===== config.mk =====
export PLATFORM = sky130hd
export DESIGN_NAME = lifo_stack_with_filtered_dump
export DESIGN_NICKNAME = d
export VERILOG_FILES = /design/src/sv/lsfd_pkg.sv /design/src/sv/lsfd_ram.sv /design/src/sv/lifo_stack_with_filtered_dump.sv
export SDC_FILE = /design/constraint.sdc
export NUM_CORES = 1
export LEC_CHECK = 0
export BUFFER_PORTS_ARGS = -buffer_cell sky130_fd_sc_hd__buf_2
export CORE_MARGIN = 5
export CORE_UTILIZATION = 58
export CTS_BUF_LIST = sky130_fd_sc_hd__clkbuf_4
export CTS_CLUSTER_SIZE = 12
export DETAILED_ROUTE_END_ITERATION = 6
export PLACE_DENSITY_LB_ADDON = 0.2
export SLEW_MARGIN = 20
export SYNTH_ARGS = -nofsm -noshare
export SYNTH_HDL_FRONTEND = slang
export SYNTH_SLANG_ARGS = --single-unit

===== constraint.sdc =====
create_clock -name clk -period 4.83 [get_ports clk]
set_clock_uncertainty 0.05 [all_clocks]
set_input_delay 0.483 -clock clk [delete_from_list [all_inputs] [get_ports clk]]
set_output_delay 0.483 -clock clk [all_outputs]
set_load 0.01 [all_outputs]

===== src/sv/lsfd_pkg.sv =====
// Package for the LIFO stack with filtered dump.
// Holds sizes, operation codes and status codes; depends on nothing.
package lsfd_pkg;

  localparam int STACK_DEPTH = 16;
  localparam int WORD_BITS   = 32;
  localparam int ADDR_BITS   = (STACK_DEPTH > 1) ? $clog2(STACK_DEPTH) : 1;
  localparam int DEPTH_BITS  = $clog2(STACK_DEPTH + 1);

  typedef enum logic [2:0] {
    OP_PUSH          = 3'd0,
    OP_POP           = 3'd1,
    OP_DUMP_ALL      = 3'd2,
    OP_DUMP_EVEN_POS = 3'd3,
    OP_DUMP_EVEN_VAL = 3'd4,
    OP_SIZE          = 3'd5
  } op_t;

  typedef enum logic [1:0] {
    ST_OK        = 2'd0,
    ST_POP_EMPTY = 2'd1,
    ST_PUSH_FULL = 2'd2,
    ST_DUMP_NONE = 2'd3
  } status_t;

endpackage


===== src/sv/lsfd_ram.sv =====
// Simple dual-port synchronous RAM with one write and one registered read port.
// Generic; the read data holds while no read is issued. No dependencies.
module lsfd_ram #(
  parameter int DEPTH  = 16,
  parameter int WIDTH  = 32,
  parameter int ADDR_W = (DEPTH > 1) ? $clog2(DEPTH) : 1
) (
  input  logic              clk,
  input  logic              we,
  input  logic [ADDR_W-1:0] waddr,
  input  logic [WIDTH-1:0]  wdata,
  input  logic              re,
  input  logic [ADDR_W-1:0] raddr,
  output logic [WIDTH-1:0]  rdata
);

  logic [WIDTH-1:0] mem [DEPTH];
  logic [WIDTH-1:0] rdata_r;

  always_ff @(posedge clk) begin
    if (we) begin
      mem[waddr] <= wdata;
    end
    if (re) begin
      rdata_r <= mem[raddr];
    end
  end

  assign rdata = rdata_r;

endmodule


===== src/sv/lifo_stack_with_filtered_dump.sv =====
// Bounded LIFO stack of signed words with push, pop, size and three top-first dumps
// (all entries, even positions from the top, even values). Push and size answer
// directly, a pop after one RAM read, and a dump after a walk that reads one entry per
// cycle through the single RAM read port; a stalled output slows the walk. Every
// request gives one word except a dump, which gives one word per listed entry, or a
// single word with the nothing-found status. Codes 6 and 7 are dropped without a
// word. Uses lsfd_pkg and lsfd_ram.
module lifo_stack_with_filtered_dump (
  input  logic                             clk,
  input  logic                             rst_n,
  input  logic                             in_valid,
  output logic                             in_ready,
  input  logic [2:0]                       in_func,
  input  logic signed [lsfd_pkg::WORD_BITS-1:0] in_push_value,
  output logic                             out_valid,
  input  logic                             out_ready,
  output logic signed [lsfd_pkg::WORD_BITS-1:0] out_value,
  output logic [lsfd_pkg::DEPTH_BITS-1:0]  out_depth_now,
  output logic [1:0]                       out_status,
  output logic                             out_last
);
  import lsfd_pkg::*;

  localparam logic [DEPTH_BITS-1:0] DEPTH_FULL = DEPTH_BITS'(STACK_DEPTH);
  localparam logic [DEPTH_BITS-1:0] ONE        = DEPTH_BITS'(1);

  typedef enum logic [1:0] {S_IDLE, S_POP, S_DUMP, S_END} state_t;

  state_t                 state_r, state_nxt;
  logic [DEPTH_BITS-1:0]  depth_r, depth_nxt;
  logic [DEPTH_BITS-1:0]  iss_r, iss_nxt;
  logic                   dv_r, dv_nxt;
  logic                   dpar_r, dpar_nxt;
  logic [2:0]             mode_r, mode_nxt;
  logic                   pend_valid_r, pend_valid_nxt;
  logic [WORD_BITS-1:0]   pend_value_r, pend_value_nxt;
  logic                   out_valid_r, out_valid_nxt;
  logic [WORD_BITS-1:0]   out_value_r, out_value_nxt;
  logic [DEPTH_BITS-1:0]  out_depth_r, out_depth_nxt;
  logic [1:0]             out_status_r, out_status_nxt;
  logic                   out_last_r, out_last_nxt;

  logic                   we, re;
  logic [ADDR_BITS-1:0]   waddr, raddr;
  logic [WORD_BITS-1:0]   rdata;
  logic                   out_free, in_acc, take, stall;
  logic [DEPTH_BITS-1:0]  top_idx, walk_idx;

  lsfd_ram #(
    .DEPTH (STACK_DEPTH),
    .WIDTH (WORD_BITS)
  ) u_ram (
    .clk   (clk),
    .we    (we),
    .waddr (waddr),
    .wdata (in_push_value),
    .re    (re),
    .raddr (raddr),
    .rdata (rdata)
  );

  assign out_free = !out_valid_r || out_ready;
  assign in_ready = (state_r == S_IDLE) && out_free;
  assign in_acc   = in_valid && in_ready;
  assign top_idx  = depth_r - ONE;
  assign walk_idx = depth_r - ONE - iss_r;
  assign waddr    = depth_r[ADDR_BITS-1:0];

  always_comb begin
    case (mode_r)
      OP_DUMP_ALL:      take = 1'b1;
      OP_DUMP_EVEN_POS: take = dpar_r;
      OP_DUMP_EVEN_VAL: take = !rdata[0];
      default:          take = 1'b0;
    endcase
  end

  assign stall = dv_r && take && pend_valid_r && !out_free;

  always_comb begin
    state_nxt      = state_r;
    depth_nxt      = depth_r;
    iss_nxt        = iss_r;
    dv_nxt         = dv_r;
    dpar_nxt       = dpar_r;
    mode_nxt       = mode_r;
    pend_valid_nxt = pend_valid_r;
    pend_value_nxt = pend_value_r;
    out_valid_nxt  = out_valid_r && !out_ready;
    out_value_nxt  = out_value_r;
    out_depth_nxt  = out_depth_r;
    out_status_nxt = out_status_r;
    out_last_nxt   = out_last_r;
    we             = 1'b0;
    re             = 1'b0;
    raddr          = '0;

    case (state_r)
      S_IDLE: begin
        if (in_acc) begin
          case (in_func)
            OP_PUSH: begin
              out_valid_nxt = 1'b1;
              out_value_nxt = '0;
              out_last_nxt  = 1'b1;
              if (depth_r >= DEPTH_FULL) begin
                out_status_nxt = ST_PUSH_FULL;
                out_depth_nxt  = depth_r;
              end else begin
                we             = 1'b1;
                depth_nxt      = depth_r + ONE;
                out_status_nxt = ST_OK;
                out_depth_nxt  = depth_r + ONE;
              end
            end
            OP_POP: begin
              if (depth_r == '0) begin
                out_valid_nxt  = 1'b1;
                out_value_nxt  = '0;
                out_last_nxt   = 1'b1;
                out_status_nxt = ST_POP_EMPTY;
                out_depth_nxt  = depth_r;
              end else begin
                re        = 1'b1;
                raddr     = top_idx[ADDR_BITS-1:0];
                depth_nxt = top_idx;
                state_nxt = S_POP;
              end
            end
            OP_SIZE: begin
              out_valid_nxt  = 1'b1;
              out_value_nxt  = '0;
              out_last_nxt   = 1'b1;
              out_status_nxt = ST_OK;
              out_depth_nxt  = depth_r;
            end
            OP_DUMP_ALL, OP_DUMP_EVEN_POS, OP_DUMP_EVEN_VAL: begin
              mode_nxt       = in_func;
              iss_nxt        = '0;
              dv_nxt         = 1'b0;
              pend_valid_nxt = 1'b0;
              state_nxt      = S_DUMP;
            end
            default: begin
            end
          endcase
        end
      end
      S_POP: begin
        out_valid_nxt  = 1'b1;
        out_value_nxt  = rdata;
        out_last_nxt   = 1'b1;
        out_status_nxt = ST_OK;
        out_depth_nxt  = depth_r;
        state_nxt      = S_IDLE;
      end
      S_DUMP: begin
        if (!stall) begin
          if (dv_r && take) begin
            if (pend_valid_r) begin
              out_valid_nxt  = 1'b1;
              out_value_nxt  = pend_value_r;
              out_last_nxt   = 1'b0;
              out_status_nxt = ST_OK;
              out_depth_nxt  = depth_r;
            end
            pend_valid_nxt = 1'b1;
            pend_value_nxt = rdata;
          end
          if (iss_r < depth_r) begin
            re       = 1'b1;
            raddr    = walk_idx[ADDR_BITS-1:0];
            iss_nxt  = iss_r + ONE;
            dv_nxt   = 1'b1;
            dpar_nxt = iss_r[0];
          end else begin
            dv_nxt    = 1'b0;
            state_nxt = S_END;
          end
        end
      end
      S_END: begin
        if (out_free) begin
          out_valid_nxt  = 1'b1;
          out_value_nxt  = pend_valid_r ? pend_value_r : '0;
          out_last_nxt   = 1'b1;
          out_status_nxt = pend_valid_r ? ST_OK : ST_DUMP_NONE;
          out_depth_nxt  = depth_r;
          state_nxt      = S_IDLE;
        end
      end
      default: begin
        state_nxt = S_IDLE;
      end
    endcase
  end

  always_ff @(posedge clk) begin
    if (!rst_n) begin
      state_r      <= S_IDLE;
      depth_r      <= '0;
      iss_r        <= '0;
      dv_r         <= 1'b0;
      dpar_r       <= 1'b0;
      mode_r       <= OP_DUMP_ALL;
      pend_valid_r <= 1'b0;
      out_valid_r  <= 1'b0;
    end else begin
      state_r      <= state_nxt;
      depth_r      <= depth_nxt;
      iss_r        <= iss_nxt;
      dv_r         <= dv_nxt;
      dpar_r       <= dpar_nxt;
      mode_r       <= mode_nxt;
      pend_valid_r <= pend_valid_nxt;
      out_valid_r  <= out_valid_nxt;
    end
    pend_value_r <= pend_value_nxt;
    out_value_r  <= out_value_nxt;
    out_depth_r  <= out_depth_nxt;
    out_status_r <= out_status_nxt;
    out_last_r   <= out_last_nxt;
  end

  assign out_valid     = out_valid_r;
  assign out_value     = out_value_r;
  assign out_depth_now = out_depth_r;
  assign out_status    = out_status_r;
  assign out_last      = out_last_r;

  // The depth never passes the capacity, and the walk never reads past it.
  a_depth_bound: assert property (@(posedge clk) disable iff (!rst_n)
    depth_r <= DEPTH_FULL)
    else $error("stack depth beyond capacity");

  a_walk_bound: assert property (@(posedge clk) disable iff (!rst_n)
    (state_r == S_DUMP) |-> (iss_r <= depth_r))
    else $error("dump walk beyond stack depth");

  // The depth only changes when a request is taken.
  a_depth_hold: assert property (@(posedge clk) disable iff (!rst_n)
    (state_r != S_IDLE) |=> (depth_r == $past(depth_r)))
    else $error("depth changed during a multi-cycle operation");

  a_push_grow: assert property (@(posedge clk) disable iff (!rst_n)
    (in_acc && (in_func == OP_PUSH) && (depth_r < DEPTH_FULL))
      |=> (depth_r == $past(depth_r) + ONE))
    else $error("accepted push did not grow the stack");

  a_pop_word: assert property (@(posedge clk) disable iff (!rst_n)
    (state_r == S_POP) |=> (out_valid_r && out_last_r && (out_status_r == ST_OK)))
    else $error("pop word not presented after the read");

endmodule

## Word level (Yosys, flattened, before mapping)

Memory sizes are Yosys's and may differ from the RTL's. A register that Yosys moved wholly into a read port is not among the register bits.
Cells that the tools add are included.

| operators by class | value |
|---|---|
| add/subtract/negate cells | 4 |
| order comparisons | 2 |
| equal/unequal tests | 25 |
| muxes and demuxes | 84 |
| bitwise logic cells | 1 |
| reductions and logical operators | 28 |

Operator list:

| operator | count |
|---|---|
| two-way mux 32 bit | 7 |
| case mux 32 bit (4 select lines) | 1 |
| case mux 32 bit (2 select lines) | 1 |
| two-way mux 5 bit | 12 |
| two-way mux 1 bit | 28 |
| two-way mux 2 bit | 13 |
| two-way mux 4 bit | 5 |
| case mux 5 bit (2 select lines) | 2 |
| case mux 5 bit (4 select lines) | 1 |
| != test 2 bit (second input constant) | 8 |
| case mux 2 bit (4 select lines) | 2 |
| case mux 5 bit (3 select lines) | 1 |
| AND reduction 7 bit | 2 |
| equality test 3 x 2 -> 1 bit (second input constant) | 4 |
| adder 5 x 1 -> 5 bit (second input constant) | 2 |
| case mux 1 bit (2 select lines) | 5 |
| AND reduction 5 bit | 2 |
| equality test 3 bit (second input constant) | 3 |
| AND reduction 3 bit | 3 |
| case mux 1 bit (4 select lines) | 2 |
| case mux 4 bit (2 select lines) | 1 |
| AND reduction 4 bit | 2 |
| logical AND 1 bit | 6 |
| != test 3 bit (second input constant) | 2 |
| 24 further kinds | 29 |

| storage, ports and cells | value |
|---|---|
| flip-flop bits (word level) | 91 |
| RAM bits | 512 |
| input port bits | 39 |
| word-level logic and storage cells | 158 |
| memories | 1 |

Memory list:

| memory | depth | width | rd ports | clocked after memory_dff | wr ports | RTL line | source |
|---|---|---|---|---|---|---|---|
| u_ram.mem | 16 | 32 | 1 | 1 | 1 | lsfd_ram.sv:17 | `logic [WIDTH-1:0] mem [DEPTH];` |

## Logic depth before layout (Yosys ltp)

Gate-level depths: netlist of run 1.

| depth | value |
|---|---|
| depth in word-level cells | 8 |
| mapped depth | 13 |
| gate-level depth less buffers | 11 |

## Modules after synthesis

A second synthesis of run 1 with hierarchy kept.

| second synthesis, totals | value |
|---|---|
| cell total of the unflattened synthesis | 1,172 |
| area, all modules | 24,307.1 µm² |

Modules (own cells, without submodules):

| module | instances | cells an instance | area an instance (µm²) | sequential area each (µm²) |
|---|---|---|---|---|
| lsfd_ram | 1 | 838 | 20,155.6 | 16,335.7 |
| lifo_stack_with_filtered_dump | 1 | 334 | 4,151.5 | 2,542.4 |

## Worst setup path after synthesis of run 1

No wires, ideal clock.

| path | value |
|---|---|
| path type | input to register |
| from | input port out_ready |
| to | memory u_ram.mem[15][0], enable pin |
| setup time | 505 ps |
| arrival | 4,189 ps |
| required time | 4,275 ps |
| path slack | 87 ps |
| stages | 4 |
| buffers on the path | 0 |
| path through | nand2b_1 > nand3_1 > or3_1 > nor4_1 |

| on the way | value |
|---|---|
| word-level cells in the longest chain between the ends | 7 |

RTL lines:

| element | RTL line | source |
|---|---|---|
| start, declared | lifo_stack_with_filtered_dump.sv:16 | `input logic out_ready,` |
| logical OR 1 bit | lifo_stack_with_filtered_dump.sv:62 | `assign out_free = !out_valid_r \|\| out_ready;` |
| logical AND 1 bit | lifo_stack_with_filtered_dump.sv:63 | `assign in_ready = (state_r == S_IDLE) && out_free;` |
| logical AND 1 bit | lifo_stack_with_filtered_dump.sv:64 | `assign in_acc = in_valid && in_ready;` |
| two-way mux 1 bit | lifo_stack_with_filtered_dump.sv:100 | `if (in_acc) begin` |
| two-way mux 1 bit | lifo_stack_with_filtered_dump.sv:98 | `case (state_r)` |
| two-way mux 1 bit | lsfd_ram.sv:21 | `if (we) begin` |
| two-way mux 1 bit (implied by the code) | lsfd_ram.sv:22 | `mem[waddr] <= wdata;` |
| end, declared | lsfd_ram.sv:17 |  |

Every way passes these cells.

## Final worst setup path of run 1

| path | value |
|---|---|
| from | register depth_r[0] |
| to | register u_ram.rdata_r[8], in the netlist u_ram.rdata[8], read port of u_ram.mem, data pin |

| on the way | value |
|---|---|
| word-level cells in the longest chain between the ends | 5 |
| elaborated cells on any way between the ends | 16 |
| classes of those cells | 2 x add/sub; 1 x order compare; 12 x mux; 1 x reduce/logical |

RTL lines:

| element | RTL line | source |
|---|---|---|
| start, declared | lifo_stack_with_filtered_dump.sv:30 | `logic [DEPTH_BITS-1:0] depth_r, depth_nxt;` |
| start signal, assigned | lifo_stack_with_filtered_dump.sv:210 | `depth_r <= depth_nxt;` |
| subtractor 5 x 1 -> 5 bit / logical NOT 5 bit (equally long branches) | lifo_stack_with_filtered_dump.sv:66, lifo_stack_with_filtered_dump.sv:117 |  |
| subtractor 4 bit (tied with other cells) | lifo_stack_with_filtered_dump.sv:66 | `assign walk_idx = depth_r - ONE - iss_r;` |
| two-way mux 4 bit (tied with other cells) | lifo_stack_with_filtered_dump.sv:170 | `if (iss_r < depth_r) begin` |
| two-way mux 4 bit (tied with other cells) | lifo_stack_with_filtered_dump.sv:158 | `if (!stall) begin` |
| case mux 4 bit (2 select lines) / case mux 1 bit (2 select lines) (equally long branches) | lifo_stack_with_filtered_dump.sv:98 |  |
| end, declared | lsfd_ram.sv:18 | `logic [WIDTH-1:0] rdata_r;` |

Several ways; a longest one is shown, not always the timed one.
A chain may end at the register's enable or synchronous reset.

==> results of run 1 <==
## critical path, stage by stage (launching register included)
cell and delay (ps):
dfxtp_1 440, inv_1 240, ha_1 290, nor4b_1 600, nor2_1 170, nand2_1 330
o32a_4 650, buf_12 360, nand2_1 110, nand2_1 80, a21oi_1 50, o311ai_1 510
## how the worst min path moves through the flow
stage | from | end | slack, ps | depth (start not counted)
2_1_floorplan | u_ram.rdata[10] | pend_value_r[10] | 380 | 0
3_3_place_gp | u_ram.rdata[25] | pend_value_r[25] | 390 | 0
6_report | in_push_value[16] | u_ram.mem[3][16] | 390 | 2
4_1_cts | rst_n | iss_r[2] | 280 | 4
3_5_place_dp | u_ram.rdata[28] | pend_value_r[28] | 400 | 0
5_1_grt | in_push_value[16] | u_ram.mem[11][16] | 320 | 2
## layout make-up
class | count | area [um2] | share of cell area (%)
flip-flops and latches | 635 | 18900 | 66.3
multi-input cells | 980 | 5540 | 19.5
clock buffers | 222 | 1670 | 5.85
repair buffers | 167 | 1320 | 4.62
well taps | 539 | 674 | 2.37
clock inverters | 38 | 314 | 1.10
inverters | 20 | 75.1 | 0.264
diodes | 5 | 12.5 | 0.0439
## synthesized netlist by cell type, drive strengths merged, types with 4 or more instances
master,number,share of area [%]
edfxtp,616,74
and3,7,0.18
clkbuf,37,0.56
o311ai,32,1.1
nand3,13,0.28
nor2,23,0.36
inv,20,0.30
nand2,369,5.6
o21ai,14,0.28
and4,4,0.14
a21oi,272,5.8
xnor2,9,0.32
ha,14,0.70
buf,74,1.5
nor3,4,0.080
a22oi,131,4.0
and2,10,0.26
nor2b,5,0.13
a22o,32,1.1
dfxtp,19,1.5
## per-stage QoR
| step | total power (W) | utilization [%] | setup WS [ps] | cell area [um2] | hold slack (ps) |
|---|---|---|---|---|---|
| 2_1_floorplan | 0.00647 | - | 86.7 | 24900 | 377 |
| 3_3_place_gp | 0.00663 | 61.8 | 847 | 26100 | 390 |
| 3_5_place_dp | 0.00665 | 61.8 | 754 | 26100 | 396 |
| 4_1_cts | 0.0111 | 67.4 | 694 | 28500 | 280 |
| 5_1_grt | 0.0114 | 67.4 | 391 | 28500 | 320 |
| 6_report | 0.0110 | 67.4 | 604 | 28500 | 389 |
## what timing repair did
| item | in CTS | in global routing |
|---|---|---|
| hold buffers | 40 | 0 |
| resized for setup | 0 | 0 |
| setup endpoints to repair | 0 | 0 |
| endpoints found under the hold margin | 531 | 0 |
## logic make-up after synthesis
kind of cell | share of synthesized area (%)
AND/OR/NAND/NOR | 7.43
AO/OA/AOI/OAI | 13.0
buffers and inverters | 2.40
multiplexers | 0.0402
flip-flops | 75.9
XOR/XNOR | 0.513
adder cells (fa/ha/maj) | 0.784
## per-layer routing
metal,GRT usage [%],wire [um]
met1,34.8,24000
met2,39.7,28100
met3,7.31,6230
met4,9.80,1620
met5,0,0
## where the power goes
group | leakage [nW] | switching [W] | internal [W] | total, W
combinational | 3.05 | 0.000289 | 0.000159 | 0.000448
clock | 1.17 | 0.00201 | 0.00242 | 0.00443
sequential | 5.71 | 0.0000222 | 0.00609 | 0.00611
## sequential cells by signal (all words and copies together) (netlist names)
register / flops
pend_valid_r: 1
depth_r: 5
out_depth_now: 5
state_r: 2
out_valid: 1
out_status: 2
iss_r: 5
mode_r: 3
u_ram.mem: 512
out_last: 1
dv_r: 1
out_value: 32
dpar_r: 1
u_ram.rdata: 32
pend_value_r: 32
==> flow_metrics.env, run 1 <==
export IMPL_status="complete, no violations"
export IMPL_grt_total_usage_pct=25.5
export IMPL_crit_path_start_kind="register"
export IMPL_grt_pass1_wl_um=90900
export IMPL_cp_end_kind="register"
export IMPL_io_pins=81
export IMPL_grt_overflow=0
export IMPL_cp_max_fo=65
export IMPL_clock_path_buffers=3
export IMPL_die_w_um=217
export IMPL_maxSlewViolCount=0
export IMPL_fin_crit_ps=4230
export IMPL_finalSetupViolCount=0
export IMPL_via_per_inst=6.09
export IMPL_vias=15900
export IMPL_finalHoldViolations=0
export IMPL_crit_type="reg2reg"
export IMPL_r2r_start="depth_r[0]"
export IMPL_cp_arrival_ps=4860
export IMPL_finalCritPeriodShare_pct=87.5
export IMPL_drc=0
export IMPL_first_pass_iters=5
export IMPL_avgSynthCellArea_um2=14.3
export IMPL_grt_setup_unrepaired="no"
export IMPL_ff2ff_path_depth=11
export IMPL_layout_commonest_cell="edfxtp_1"
export IMPL_cts_tree="built"
export IMPL_drv_cap=0
export IMPL_hpwl_um=32200
export IMPL_hp_class="in2reg"
export IMPL_synthArstFlopShare_pct=0
export IMPL_grt_pass1_vias=15800
export IMPL_drt_wl_total_um=59900
export IMPL_layout_common_cells="edfxtp_1, nand2_1, a21oi_1"
export IMPL_r2r_slack_ps=600
export IMPL_synth_flop_cell="edfxtp_1"
export IMPL_clk_latency_ps=970
export IMPL_r2r_end="u_ram.rdata[8]"
export IMPL_routabilityCongestion=0.821
export IMPL_ys_seq_elements=635
export IMPL_crit_path_end="u_ram.rdata[8]"
export IMPL_cts_sinks=635
export IMPL_startpoint="depth_r[0]"
export IMPL_ir_worst_vdd_v=0.000263
export IMPL_cts_max_level=4
export IMPL_core_region_area_mm2=0.0422
export IMPL_clk_pin_slew_ps=80
export IMPL_wire_per_inst_um=23.0
export IMPL_drive_gt1_share_pct=20.3
export IMPL_dieArea_mm2=0.0471
export IMPL_cts_root_buf="clkbuf_4"
export IMPL_netlist_cell_type_count=56
export IMPL_p_per_area_mw_per_mm2=386
export IMPL_drtAntennaViolNets=0
export IMPL_tightest_slew_ps=962
export IMPL_cts_buffers=157
export IMPL_initial_core_util_pct=58.9
export IMPL_fmax_ghz=0.237
export IMPL_portBuffers=80
export IMPL_synth_area_mm2=0.0249
export IMPL_antenna_found_initial=4
export IMPL_synthCells=1746
export IMPL_grt_max_degree=89
export IMPL_die_h_um=217
export IMPL_num_fill_cells=2931
export IMPL_yosys_warnings=0
export IMPL_rows=75
export IMPL_crit_required_ps=5470
export IMPL_syn_num_nets=1800
export IMPL_syn2layout_area_growth_pct=14.5
export IMPL_synth_edf_count=616
export IMPL_setup_tns_ps=0
export IMPL_slew_headroom_pct=35.7
export IMPL_cts_setup_buffers=0
export IMPL_place_inst=2301
export IMPL_yosysSeqAreaShare_pct=75.9
export IMPL_dr_first_iter_drc_count=1928
export IMPL_p_leak_nw=9.94
export IMPL_fin_cells=2606
export IMPL_layout_nets=2015
Note: power is estimated with default switching activity, not from simulation.
==> inputs of run 2 (changes only) <==
Settings changed: PLACE_DENSITY_LB_ADDON 0.2 to 0.15, REMOVE_ABC_BUFFERS from default to 1.
==> run 2 against run 1 <==
Effect of this change:
- flip-flop and latch count unchanged
- hold slack got worse by 300 ps
- final cell count hardly changed
- first-iteration DRC count grew 7.4%
- non-clock buffer count shrank 2
- sequential share of layout area grew 0.085 points
- design area decreased by 0.13%
- combinational power is 2% higher
- largest power group unchanged
==> flow_metrics.env, run 2 (synthesized netlist as in run 1, its figures left out) <==
export IMPL_status="complete, no violations"
export IMPL_tightest_slew_ps=980
export IMPL_largest_register_ffs=512
export IMPL_grt_max_degree=129
export IMPL_die_h_um=217
export IMPL_dr_first_iter_drc_count=2070
export IMPL_drtAntennaViolNets=0
export IMPL_crit_type="reg2reg"
export IMPL_sequentialPowerShare_pct=55.4
export IMPL_placed_cell_area_mm2=0.0261
export IMPL_rows=75
export IMPL_grt_met2_usage_pct=41.1
export IMPL_ctsResizeCount=0
export IMPL_layout_common_cells="edfxtp_1, nand2_1, a21oi_1"
export IMPL_cts_tree="built"
export IMPL_p_leak_nw=9.93
export IMPL_hp_class="in2reg"
export IMPL_syn2layout_area_growth_pct=14.3
export IMPL_grt_pass1_wl_um=91800
export IMPL_cpMostUsedCell="a22oi_1"
export IMPL_initial_core_util_pct=58.9
export IMPL_critPathSlowestCell="o32a_4"
export IMPL_cp_arrival_ps=4540
export IMPL_finalHoldViolations=0
export IMPL_path_buf_inv=2
export IMPL_fmax_ghz=0.253
export IMPL_cp_max_fo=64
export IMPL_regMostFlops="u_ram.mem"
export IMPL_num_fill_cells=3032
export IMPL_switching_share_pct=21.2
export IMPL_io_pins=81
export IMPL_cts_root_buf="clkbuf_4"
export IMPL_netSwitchingPower_w=0.00234
export IMPL_core_region_area_mm2=0.0422
export IMPL_busiest_layer="met2"
export IMPL_grt_setup_unrepaired="no"
export IMPL_antenna_found_initial=2
export IMPL_grt_use_met3_pct=5.04
export IMPL_layout_commonest_cell="edfxtp_1"
export IMPL_layout_nets=2017
export IMPL_cp_end_kind="register"
export IMPL_finalSetupViolCount=0
export IMPL_crit_path_start_kind="register"
export IMPL_first_pass_iters=7
export IMPL_vias=15800
export IMPL_crit_chain="inv_1 -> ha_1 -> nor4b_1 -> nor2_1 -> nand2_1 -> o32a_4 -> buf_12 -> a21oi_1 -> a22oi_1 -> a22oi_1 -> o311ai_1"
export IMPL_final_area_mm2=0.0284
export IMPL_routabilityCongestion=0.840
export IMPL_hpwl_um=30800
export IMPL_wire_per_inst_um=23.2
export IMPL_total_power_w=0.0110
export IMPL_portBuffers=80
export IMPL_clock_path_buffers=3
export IMPL_cts_setup_buffers=0
export IMPL_crit_required_ps=5420
export IMPL_use_met1_pct=35.7
export IMPL_dieArea_mm2=0.0471
export IMPL_grt_total_usage_pct=25.5
export IMPL_grt_overflow=0
export IMPL_die_w_um=217
export IMPL_fin_crit_ps=3950
export IMPL_combinationalPowerShare_pct=4.1
export IMPL_clk_latency_ps=870
export IMPL_finalCritPeriodShare_pct=81.8
export IMPL_cts_buffers=161
export IMPL_cts_max_level=4
export IMPL_drive_gt1_share_pct=20.6
export IMPL_drv_cap=0
export IMPL_drc=0
export IMPL_grt_pass1_vias=15600
export IMPL_p_per_area_mw_per_mm2=388
export IMPL_cts_sinks=635
export IMPL_ir_worst_vdd_v=0.000287
export IMPL_cpPeakStageDelay_ps=730
export IMPL_power_frac_clock_pct=40.4
export IMPL_via_per_inst=6.07
export IMPL_maxSlewViolCount=0
export IMPL_slew_headroom_pct=34.7
export IMPL_drt_wl_total_um=60300
export IMPL_p_int_w=0.00869
export IMPL_cp_top_family="compound AO/OA/AOI/OAI gates"
export IMPL_clk_pin_slew_ps=70
==> run 2: cell count changes in the layout (fill, tap and decap cells not counted), moves of 2 or more <==
cell and change:
buf_4 +4, dlygate4sd3_1 -2, clkinv_2 -2, inv_2 -2
diode_2 -3, clkbuf_4 +9, clkinv_1 -3, buf_12 -4
==> run 2: worst register-to-register path: cells and delay by family (launching register included) <==
kind	cells	cell delay [ps]
buffers and inverters	2	630
AOI/OAI and AO/OA	5	1390
adders and majority gates	1	290
and+or+nand+nor	3	980
DFF	1	430
==> run 2: layer usage <==
| layer | routed length [um] | share of wire [%] |
|---|---|---|
| met5 | 0 | 0 |
| met4 | 1100 | 1.8 |
| met3 | 4970 | 8.2 |
| met2 | 29500 | 49 |
| met1 | 24700 | 41 |
==> run 2: worst paths after layout <==
kind | cells after the start | slack, ps | to | start
max | 11 | 880 | u_ram.rdata[10] | depth_r[0]
min | 4 | 90 | state_r[1] | in_func[2]
max reg2reg | 11 | 880 | u_ram.rdata[10] | depth_r[0]
min reg2reg | 0 | 400 | pend_value_r[26] | u_ram.rdata[26]
==> run 2: power by group through the flow <==
stage          Combinational [W]  Clock [W]  Sequential, W
2_1_floorplan           0.000234          0        0.00624
3_5_place_dp            0.000430          0        0.00623
6_report                0.000458    0.00446        0.00611
3_3_place_gp            0.000420          0        0.00623
5_1_grt                 0.000501    0.00487        0.00611
4_1_cts                 0.000457    0.00454        0.00611
==> run 2: area by class of cell <==
cell class              count  area (um2)  share of cell area [%]
multi-input cells         980        5560                    19.5
flip-flops and latches    635       18900                    66.4
repair buffers            165        1250                    4.38
clock buffers             231        1730                    6.10
diodes                      2        5.00                  0.0176
inverters                  20        75.1                   0.264
well taps                 539         674                    2.37
clock inverters            32         273                   0.959
==> run 2: per-stage QoR <==
stage                     cells  setup TNS (ps)  hold slack (ps)  setup slack (ps)  util (%)
after floorplan            1635         -175990              377             -5500         -
after global placement     2301               0              381              1100      61.7
after detailed placement   2301               0              388               975      61.7
after CTS                  2602               0             17.2               946      67.3
after global routing       2604               0             56.8               625      67.4
final                      2604               0             93.8               878      67.4
==> run 2: what timing repair did <==
| action | 4_1_cts | 5_1_grt |
|---|---|---|
| endpoints found under the hold margin | 522 | 0 |
| hold buffers | 38 | 0 |
| setup endpoints to repair | 0 | 0 |
